[src/sv/utf8_to_utf16_decoder_assert.svh]
// Assertion macros for the UTF-8 to UTF-16 decoder.
`ifndef UTF8_TO_UTF16_DECODER_ASSERT_SVH
`define UTF8_TO_UTF16_DECODER_ASSERT_SVH

// Same-cycle implication, disabled during reset.
`define U8U16_ASSERT_IMPLY(label, clk, rst, ante, cons) \
   label: assert property (@(posedge clk) disable iff (rst) (ante) |-> (cons)) \
      else $error("u8u16 same-cycle check failed");

// Next-cycle implication, disabled during reset.
`define U8U16_ASSERT_NEXT(label, clk, rst, ante, cons) \
   label: assert property (@(posedge clk) disable iff (rst) (ante) |=> (cons)) \
      else $error("u8u16 next-cycle check failed");

`endif

[src/sv/u8u16_pkg.sv]
// Types, codes and constants shared by the UTF-8 to UTF-16 decoder.
`default_nettype none

package u8u16_pkg;

   localparam int COUNT_WIDTH_DEF = 32;
   localparam int OUT_COUNT_W     = 32;
   localparam int ACC_W           = 21;
   localparam int UNIT_W          = 16;

   // Automaton codes; ST_END is only ever a next-state result.
   localparam logic [2:0] ST_END      = 3'd0;
   localparam logic [2:0] ST_IDLE     = 3'd1;
   localparam logic [2:0] ST_ONE_MORE = 3'd2;
   localparam logic [2:0] ST_TWO_MORE = 3'd3;
   localparam logic [2:0] ST_HDR2     = 3'd4;
   localparam logic [2:0] ST_HDR3     = 3'd5;
   localparam logic [2:0] ST_HDR4     = 3'd6;

   localparam logic [7:0] MASK_CONT = 8'b0011_1111;
   localparam logic [7:0] MASK_HDR2 = 8'b0001_1111;
   localparam logic [7:0] MASK_HDR3 = 8'b0000_1111;
   localparam logic [7:0] MASK_HDR4 = 8'b0000_0111;

   typedef struct packed {
      logic             skipping;
      logic [2:0]       state;
      logic [ACC_W-1:0] acc;
   } dec_state_type;

   typedef struct packed {
      logic                   valid;
      logic [UNIT_W-1:0]      code_unit;
      logic                   done_res;
      logic                   ok;
      logic [OUT_COUNT_W-1:0] char_count;
   } dec_result_type;

endpackage

`default_nettype wire

[src/sv/u8u16_next.sv]
// Next-state and result logic of the UTF-8 decoding automaton for one byte.
`default_nettype none

module u8u16_next
   import u8u16_pkg::*;
#(
   parameter int COUNT_WIDTH = COUNT_WIDTH_DEF
) (
   input  dec_state_type          cur,
   input  logic [COUNT_WIDTH-1:0] cnt,
   input  logic [7:0]             in_byte,
   output dec_state_type          nxt,
   output logic [COUNT_WIDTH-1:0] cnt_next,
   output dec_result_type         res
);

   logic                   cont;
   logic [2:0]             last;
   logic [2:0]             nx;
   logic [ACC_W-1:0]       acc_shift;
   logic [ACC_W-1:0]       cp;
   logic [OUT_COUNT_W-1:0] count_sat;
   logic                   good;

   if (COUNT_WIDTH > OUT_COUNT_W) begin : g_wide
      assign count_sat = (|cnt[COUNT_WIDTH-1:OUT_COUNT_W]) ? '1 : cnt[OUT_COUNT_W-1:0];
   end else begin : g_narrow
      assign count_sat = OUT_COUNT_W'(cnt);
   end

   assign cont      = (in_byte[7:6] == 2'b10);
   // unused codes fall back to idle
   assign last      = (cur.state inside {[ST_IDLE:ST_HDR4]}) ? cur.state : ST_IDLE;
   assign acc_shift = {cur.acc[ACC_W-7:0], in_byte[5:0]};
   assign cp        = (last == ST_IDLE) ? ACC_W'(in_byte) : acc_shift;
   assign good      = (in_byte == 8'd0) && (last == ST_IDLE);

   always_comb begin
      case (last)
         ST_ONE_MORE, ST_HDR2: nx = cont ? ST_IDLE : ST_END;
         ST_TWO_MORE, ST_HDR3: nx = cont ? ST_ONE_MORE : ST_END;
         ST_HDR4:              nx = cont ? ST_TWO_MORE : ST_END;
         default: begin
            if (in_byte != 8'd0 && !in_byte[7])  nx = ST_IDLE;
            else if (in_byte[7:5] == 3'b110)     nx = ST_HDR2;
            else if (in_byte[7:4] == 4'b1110)    nx = ST_HDR3;
            else if (in_byte[7:3] == 5'b11110)   nx = ST_HDR4;
            else                                 nx = ST_END;
         end
      endcase
   end

   always_comb begin
      nxt      = cur;
      cnt_next = cnt;
      res      = '0;
      if (cur.skipping) begin
         // dropping bytes until the terminating NUL
         if (in_byte == 8'd0) begin
            nxt      = '{skipping: 1'b0, state: ST_IDLE, acc: '0};
            cnt_next = '0;
         end
      end else begin
         nxt.state = nx;
         case (nx)
            ST_END: begin
               res.valid      = 1'b1;
               res.done_res   = 1'b1;
               res.ok         = good;
               res.char_count = good ? count_sat : '0;
               nxt            = '{skipping: (in_byte != 8'd0), state: ST_IDLE, acc: '0};
               cnt_next       = '0;
            end
            ST_IDLE: begin
               nxt.acc       = cp;
               res.valid     = 1'b1;
               res.code_unit = cp[UNIT_W-1:0];
               if (cnt != '1) cnt_next = cnt + 1'b1;
            end
            ST_ONE_MORE, ST_TWO_MORE: nxt.acc = acc_shift;
            ST_HDR2: nxt.acc = ACC_W'(in_byte & MASK_HDR2);
            ST_HDR3: nxt.acc = ACC_W'(in_byte & MASK_HDR3);
            default: nxt.acc = ACC_W'(in_byte & MASK_HDR4);
         endcase
      end
   end

endmodule

`default_nettype wire

[src/sv/utf8_to_utf16_decoder.sv]
// Top level of the UTF-8 to UTF-16 decoder: byte register, automaton, result register.
//
//   channel  dir  handshake             payload
//   req      in   req_valid/req_ready   req_in_byte[7:0]
//   rsp      out  rsp_valid/rsp_ready   rsp_code_unit[15:0], rsp_done_res, rsp_ok,
//                                       rsp_char_count[31:0]
//
// One byte per cycle unless a stalled result holds the byte register; a byte is
// captured in the byte register and its result is then registered in the result register.
// The automaton update (table decode plus shift-or) sits between the byte
// register and the result register. A stalled result only holds the byte
// register when that byte would give a result. Synchronous reset returns the
// automaton to idle with an empty accumulator and a zero count.
`default_nettype none

module utf8_to_utf16_decoder
   import u8u16_pkg::*;
#(
   parameter int COUNT_WIDTH = COUNT_WIDTH_DEF
) (
   input  logic                   clock,
   input  logic                   reset,
   input  logic                   req_valid,
   output logic                   req_ready,
   input  logic [7:0]             req_in_byte,
   output logic                   rsp_valid,
   input  logic                   rsp_ready,
   output logic [UNIT_W-1:0]      rsp_code_unit,
   output logic                   rsp_done_res,
   output logic                   rsp_ok,
   output logic [OUT_COUNT_W-1:0] rsp_char_count
);

`include "utf8_to_utf16_decoder_assert.svh"

   dec_state_type          state_ff, state_in;
   logic [COUNT_WIDTH-1:0] cnt_ff, cnt_in;
   logic                   in_valid_ff, in_valid_in;
   logic [7:0]             in_byte_ff;
   logic                   out_valid_ff, out_valid_in;
   dec_result_type         out_ff;
   dec_result_type         res;
   logic                   advance;

   u8u16_next #(
      .COUNT_WIDTH (COUNT_WIDTH)
   ) u_next (
      .cur      (state_ff),
      .cnt      (cnt_ff),
      .in_byte  (in_byte_ff),
      .nxt      (state_in),
      .cnt_next (cnt_in),
      .res      (res)
   );

   // bytes without a result pass even while the result register is full
   assign advance   = in_valid_ff && (!res.valid || !out_valid_ff || rsp_ready);
   assign req_ready = !in_valid_ff || advance;

   always_comb begin
      in_valid_in = in_valid_ff;
      if (req_valid && req_ready) in_valid_in = 1'b1;
      else if (advance)           in_valid_in = 1'b0;

      out_valid_in = out_valid_ff;
      if (advance && res.valid) out_valid_in = 1'b1;
      else if (rsp_ready)       out_valid_in = 1'b0;
   end

   always_ff @(posedge clock) begin
      if (reset) begin
         state_ff     <= '{skipping: 1'b0, state: ST_IDLE, acc: '0};
         cnt_ff       <= '0;
         in_valid_ff  <= 1'b0;
         out_valid_ff <= 1'b0;
      end else begin
         in_valid_ff  <= in_valid_in;
         out_valid_ff <= out_valid_in;
         if (advance) begin
            state_ff <= state_in;
            cnt_ff   <= cnt_in;
         end
      end
   end

   always_ff @(posedge clock) begin
      if (req_valid && req_ready) in_byte_ff <= req_in_byte;
      if (advance && res.valid)   out_ff     <= res;
   end

   assign rsp_valid      = out_valid_ff;
   assign rsp_code_unit  = out_ff.code_unit;
   assign rsp_done_res   = out_ff.done_res;
   assign rsp_ok         = out_ff.ok;
   assign rsp_char_count = out_ff.char_count;

   `U8U16_ASSERT_IMPLY(a_end_no_unit, clock, reset, rsp_valid && rsp_done_res, rsp_code_unit == '0)
   `U8U16_ASSERT_IMPLY(a_char_no_status, clock, reset, rsp_valid && !rsp_done_res, !rsp_ok && rsp_char_count == '0)
   `U8U16_ASSERT_IMPLY(a_skip_restarted, clock, reset, state_ff.skipping, state_ff.state == ST_IDLE && state_ff.acc == '0 && cnt_ff == '0)
   `U8U16_ASSERT_NEXT(a_byte_held, clock, reset, in_valid_ff && !req_ready, in_valid_ff && $stable(in_byte_ff))

endmodule

`default_nettype wire
[config.mk]
export PLATFORM = sky130hd
export DESIGN_NAME = utf8_to_utf16_decoder
export DESIGN_NICKNAME = d
export VERILOG_FILES = /design/src/sv/u8u16_pkg.sv /design/src/sv/u8u16_next.sv /design/src/sv/utf8_to_utf16_decoder.sv
export VERILOG_INCLUDE_DIRS = /design/src /design/src/sv
export SDC_FILE = /design/constraint.sdc
export NUM_CORES = 1
export LEC_CHECK = 0
export BUFFER_PORTS_ARGS = -buffer_cell sky130_fd_sc_hd__buf_4
export CORE_MARGIN = 8
export CORE_UTILIZATION = 35
export DETAILED_ROUTE_END_ITERATION = 16
export SLEW_MARGIN = 15
export SYNTH_ARGS = -nofsm -noshare
export SYNTH_HDL_FRONTEND = slang
export SYNTH_SLANG_ARGS = --single-unit
[constraint.sdc]
create_clock -name clock -period 4.45 [get_ports clock]
set_input_delay 0.2225 -clock clock [delete_from_list [all_inputs] [get_ports clock]]
set_output_delay 0.2225 -clock clock [all_outputs]
set_load 0.05 [all_outputs]
==> results.py, run 1 <==
metrics = {
    "status": {
        "status": "finished, final reports clean",
    },
    "place": {
        "place_inst": 658,
        "place_congestion": 0.872,
        "place_area_um2": 5350,
        "io_buffers": 63,
        "hpwlAfterDp_um": 7820,
    },
    "floorplan": {
        "chipHeight_um": 132,
        "rows": 42,
        "ioPinCount": 64,
        "die_area_um2": 17400,
        "core_area_um2": 13200,
        "start_util": 0.356,
        "die-width_um": 132,
    },
    "clock_tree": {
        "cts.sinks": 106,
        "postCtsSetupRepairBufs": 0,
        "clk_pin_slew_ps": 70,
        "cts_buffer_depth": 2,
        "root_buffer": "clkbuf_16",
        "cts_tree": "built",
        "hold_buffers": 0,
        "cts_max_level": 3,
        "cts_buffers": 9,
        "clock_latency_ps": 350,
        "cts_resized": 0,
    },
    "power": {
        "p_per_area_nw_per_um2": 376,
        "p_total_mw": 2.12,
        "p_seq_frac": 0.513,
        "vdd_drop_max_mv": 0.170,
        "leakage_nw": 1.96,
        "switching_power_mw": 0.551,
        "clkPwrFrac": 0.379,
        "comb_power_share": 0.108,
        "switching_share": 0.259,
        "p_int_mw": 1.57,
    },
    "sta": {
        "setup_violations": 0,
        "period_share": 0.660,
        "finalSetupTns_ps": 0,
        "tightest_slew_ps": 920,
        "max_freq_ghz": 0.341,
        "hold_viol": 0,
        "rsz0062_at_grt": "no",
        "drv_slew": 0,
        "min_period_ps": 2940,
        "fin_skew_ps": 9.95,
        "slew_headroom": 0.385,
    },
    "yosys": {
        "ys_ff_latch": 106,
        "synth_cells": 431,
        "synth_warnings": 0,
        "synthTopCellsByCount": "58 x edfxtp_1, 48 x dfxtp_1, 38 x a21oi_1, 38 x and2_1, 25 x or3_1",
        "yosysMostFrequentCell": "edfxtp_1",
        "yosysSeqAreaShare": 0.576,
        "synth_largest_area_cell": "edfxtp_1",
        "synth.distinct_cells": 59,
        "syn_nets": 444,
        "synth_area_leaders": "edfxtp_1 37%, dfxtp_1 20%, and2_1 5.1%",
        "yosysTopAreaCellShare": 0.371,
        "synth_edf_count": 58,
        "netlist_area_um2": 4700,
        "synth-async-reset-ratio": 0,
        "ys.flop_type": "edfxtp_1",
        "synth_area_per_cell_um2": 10.9,
    },
    "finish": {
        "drive_gt1_frac": 0.207,
        "area_growth_pct": 20.4,
        "fillers": 1274,
        "final_cells": 674,
        "antenna_cells": 0,
        "fin_area_um2": 5660,
        "multi_input_area_um2": 1880,
        "seq_area_um2": 2700,
        "fin_util": 0.429,
        "nets": 506,
    },
    "routing": {
        "drtIter0Drc": 175,
        "ant_nets": 0,
        "num_vias": 3511,
        "avgViaCountPerCell": 5.21,
        "firstDrtPassIters": 4,
        "wl_per_cell_um": 15.9,
        "drc": 0,
        "wl_um": 10700,
    },
    "global_routing": {
        "gr-total-overflow": 0,
        "grt_pass1_wl_um": 18200,
        "grt_pass1_vias": 3588,
        "grtUsageMet1": 0.162,
        "met2_usage": 0.200,
        "met3_usage": 0.0305,
        "track_usage": 0.127,
        "top_usage_layer": "met2",
        "antenna_found_initial": 0,
        "grt_max_degree": 45,
    },
    "critical_path": {
        "worstPathArrival_ps": 3170,
        "end_kind": "register",
        "worstPathRequired_ps": 4690,
        "crit_fanout": 17,
        "critical_path_class": "register to register",
        "cp-start-kind": "register",
    },
    "hold_path": {
        "hp-class": "primary input to register",
    },
    "flow_run": {
        "drv_cap": 0,
    },
}
## power groups by stage
stage	Sequential [mW]	Clock, mW	Combinational [mW]
2_1_floorplan	1.19	0	0.0780
3_3_place_gp	1.11	0	0.230
3_5_place_dp	1.11	0	0.231
4_1_cts	1.09	0.825	0.232
5_1_grt	1.09	0.864	0.243
6_report	1.09	0.806	0.229
## flip-flops by register name, indices dropped and copies added, names as in the netlist
register        count
cnt_ff             32
in_byte_ff          8
in_valid_ff         1
rsp_char_count     32
rsp_code_unit      16
rsp_done_res        1
rsp_ok              1
rsp_valid           1
state_ff           14
## stage by stage
stage               hold WS [ps]  setup WS, ps
floorplan                    321          1060
global placement             403          1650
detailed placement           405          1470
CTS                         43.2          1440
global route                44.2          1200
finish                      56.6          1510
## layer usage
metal | vias to the layer above | share of wire
met5 | - | 0
met4 | 0 | 0.020
met3 | 15 | 0.034
met2 | 56 | 0.47
met1 | 1694 | 0.47
li1 | 1746 | -
## layout by cell type, fill, tap and decap left out, types with 3 or more instances in the layout
master,Yosys,routed
buf_4,0,69
edfxtp_1,58,58
dfxtp_1,48,48
a21oi_1,38,38
and2_1,38,38
or3_1,25,25
nand3_1,23,23
nand2_1,21,21
o21ai_0,21,21
nor2_1,20,20
and3_1,15,15
nand4_1,9,9
clkbuf_16,0,9
inv_1,8,8
o21ai_1,8,8
nor3_1,8,7
nor4_1,5,5
and4_1,4,4
o31ai_1,4,4
a22o_1,4,4
nand2b_1,3,3
a31oi_1,3,3
or4_1,3,3
o211ai_1,3,3
mux2i_1,3,3
## area by class of cell
cell class | count | area share
multi-input combinational | 299 | 0.333
tap | 176 | 0.0389
clock inverter | 7 | 0.0137
clock buffer | 9 | 0.0398
timing repair buffer | 69 | 0.0916
sequential | 106 | 0.478
inverter | 8 | 0.00531
## worst paths after layout
kind                                      from       endpoint  slack [ps]  cells after the start
worst min register to register     state_ff[8]    state_ff[8]         450                      2
worst max register to register   in_byte_ff[7]     cnt_ff[31]        1510                      7
worst max-delay path             in_byte_ff[7]     cnt_ff[31]        1510                      7
worst min-delay path            req_in_byte[2]  in_byte_ff[2]          60                      1
## critical path: stages (launching register included)
cell and delay (ps):
edfxtp_1 490, nor4_2 410, a222oi_1 140, nor2_1 720
nand2_1 110, nand3_1 530, buf_4 340, nor3_1 80
## kinds of logic after synthesis
family	Yosys count	share of synthesized area
simple gates	189	0.242
xor+xnor	3	0.00560
buf+inv	26	0.0248
fa+ha+maj	1	0.00266
mux	3	0.00640
compound gates	103	0.143
flops	106	0.576
No activity file was read; power rests on OpenSTA's default activity.
==> run 2, diff against run 1 <==
- clock period: 4.45 -> 3.05 ns (I/O delays scaled with it)
==> run 2 against run 1 <==
  * Clock power is 69% higher
  * Die area stayed put
  * Non-clock buffer count is 13 higher
  * Count of clock-buffer cells in the layout is 2 higher
  * Highest routed layer unchanged
  * Critical endpoint is now in_byte_ff[7]
  * Setup slack worse by 900 ps
  * Maximum frequency is 20% higher
  * Worst hold slack better by 23 ps
  * Critical path type unchanged
  * Register-to-register slack worse by 900 ps
  * Global-route usage is 0.39 points lower
  * First-iteration DRC count is 45% higher
==> results.py, run 2 (synthesis gave the netlist of run 1 again) <==
metrics = {
    "finish": {
        "drive_gt1_frac": 0.213,
        "seq_area_um2": 2700,
        "final_common_cell": "buf_4",
        "fillers": 1218,
        "multi_input_area_um2": 1900,
        "final_cell_mix": "74 x buf_4, 58 x edfxtp_1, 47 x dfxtp_1, 38 x a21oi_1, 38 x and2_1",
        "antenna_cells": 0,
        "area_growth_pct": 24.5,
        "nets": 519,
    },
    "critical_path": {
        "crit_path_end": "in_byte_ff[7]",
        "end_kind": "register",
        "reg2reg_from": "in_byte_ff[6]",
        "crit_fanout": 13,
        "r2r_end": "in_byte_ff[7]",
        "crit_cells": 5,
        "cp_slowest_stage_delay_ps": 670,
        "worstPathArrival_ps": 2410,
        "setup.reg_to_reg.worst_slack_ps": 610,
        "r2r_cells": 5,
        "crit_chain": "nand2b_1 > a211oi_2 > a21oi_1 > buf_4 > a31oi_1",
        "cp_top_family": "compound AO/OA/AOI/OAI gates",
        "startpoint": "in_byte_ff[6]",
        "critical_path.slowest_cell": "a31oi_1",
        "critical_path_class": "register to register",
        "critPathBufInv": 1,
        "worstPathRequired_ps": 3020,
        "cp-start-kind": "register",
    },
    "sta": {
        "fin_skew_ps": 5.50,
        "hold_viol": 0,
        "min_period_ps": 2440,
        "period_share": 0.800,
        "setup_violations": 0,
        "drv_slew": 0,
        "tightest_slew_ps": 865,
        "holdWs_ps": 80.1,
        "rsz0062_at_grt": "no",
        "slew_headroom": 0.421,
        "max_freq_ghz": 0.410,
    },
    "routing": {
        "drc": 0,
        "wl_per_cell_um": 15.4,
        "wl_um": 10600,
        "avgViaCountPerCell": 5.23,
        "num_vias": 3590,
        "ant_nets": 0,
        "drtIter0Drc": 254,
        "firstDrtPassIters": 5,
    },
    "floorplan": {
        "rows": 42,
        "core_area_um2": 13200,
        "die_area_um2": 17400,
        "die-width_um": 132,
        "chipHeight_um": 132,
        "start_util": 0.356,
        "ioPinCount": 64,
    },
    "global_routing": {
        "grt_pass1_vias": 3529,
        "gr-total-overflow": 0,
        "track_usage": 0.123,
        "grt_pass1_wl_um": 17900,
        "antenna_found_initial": 0,
        "grt_max_degree": 45,
    },
    "hold_path": {
        "hp-class": "primary input to register",
    },
    "power": {
        "leakage_nw": 2.05,
        "p_per_area_nw_per_um2": 564,
        "p_total_mw": 3.30,
        "vdd_drop_max_mv": 0.290,
    },
    "clock_tree": {
        "cts_max_level": 3,
        "cts_tree": "built",
        "clk_pin_slew_ps": 70,
        "clock_latency_ps": 340,
        "cts_buffers": 9,
        "root_buffer": "clkbuf_16",
        "cts.sinks": 106,
        "cts_buffer_depth": 2,
    },
    "place": {
        "hpwlAfterDp_um": 7590,
        "io_buffers": 63,
        "place_congestion": 0.913,
    },
    "status": {
        "status": "finished, final reports clean",
    },
    "flow_run": {
        "drv_cap": 0,
    },
}
[run 2: cell types whose count changed in the layout (fill, tap and decap cells not counted), sizes merged]
cell / before / now
dlygate4sd3: 0 / 8
buf: 69 / 74
clkinv: 4 / 1
bufinv: 1 / 3
clkbuf: 9 / 11
inv: 10 / 9
[run 2: what timing repair did]
item	in CTS	in global routing
buffers inserted	0	0
endpoints found under the hold margin	8	0
gates resized for setup	0	0
hold buffers	8	0
setup endpoints to repair	0	0
[run 2: area by class of cell]
class | count | area share
clock inverter | 5 | 0.0184
tap | 176 | 0.0377
sequential | 106 | 0.462
clock buffer | 11 | 0.0434
timing repair buffer | 82 | 0.109
inverter | 8 | 0.00514
multi-input combinational | 299 | 0.324
[run 2: how the worst min path moves through the flow]
stage | from | endpoint | slack [ps] | cells past startpoint
after floorplan | req_in_byte[0] | in_byte_ff[0] | 250 | 0
after global placement | req_in_byte[5] | in_byte_ff[5] | 340 | 1
after detailed placement | req_in_byte[6] | in_byte_ff[6] | 330 | 1
after CTS | reset | state_ff[8] | 70 | 2
after global routing | reset | state_ff[8] | 80 | 2
final | reset | state_ff[8] | 80 | 2
[run 2: power by group]
group,switching (mW),total [mW],internal (mW)
logic,0.244,0.348,0.103
clock network,0.505,1.36,0.857
registers,0.0311,1.59,1.56
[run 2: metal layers]
metal  GRT usage  share of wire
met3      0.0278          0.035
met4      0.0479         0.0082
met1       0.157           0.47
met5           0              0
met2       0.198           0.49
[run 2: through the flow]
stage               utilization  cell area (um^2)  cells  TNS [ps]  setup WS [ps]
finish                    0.443              5850    687         0            610
global route              0.443              5850    687         0            428
CTS                       0.443              5850    687         0            616
detailed placement        0.410              5410    663         0            635
global placement          0.410              5410    663         0            711
floorplan                     -              4710    431     -5210           -271
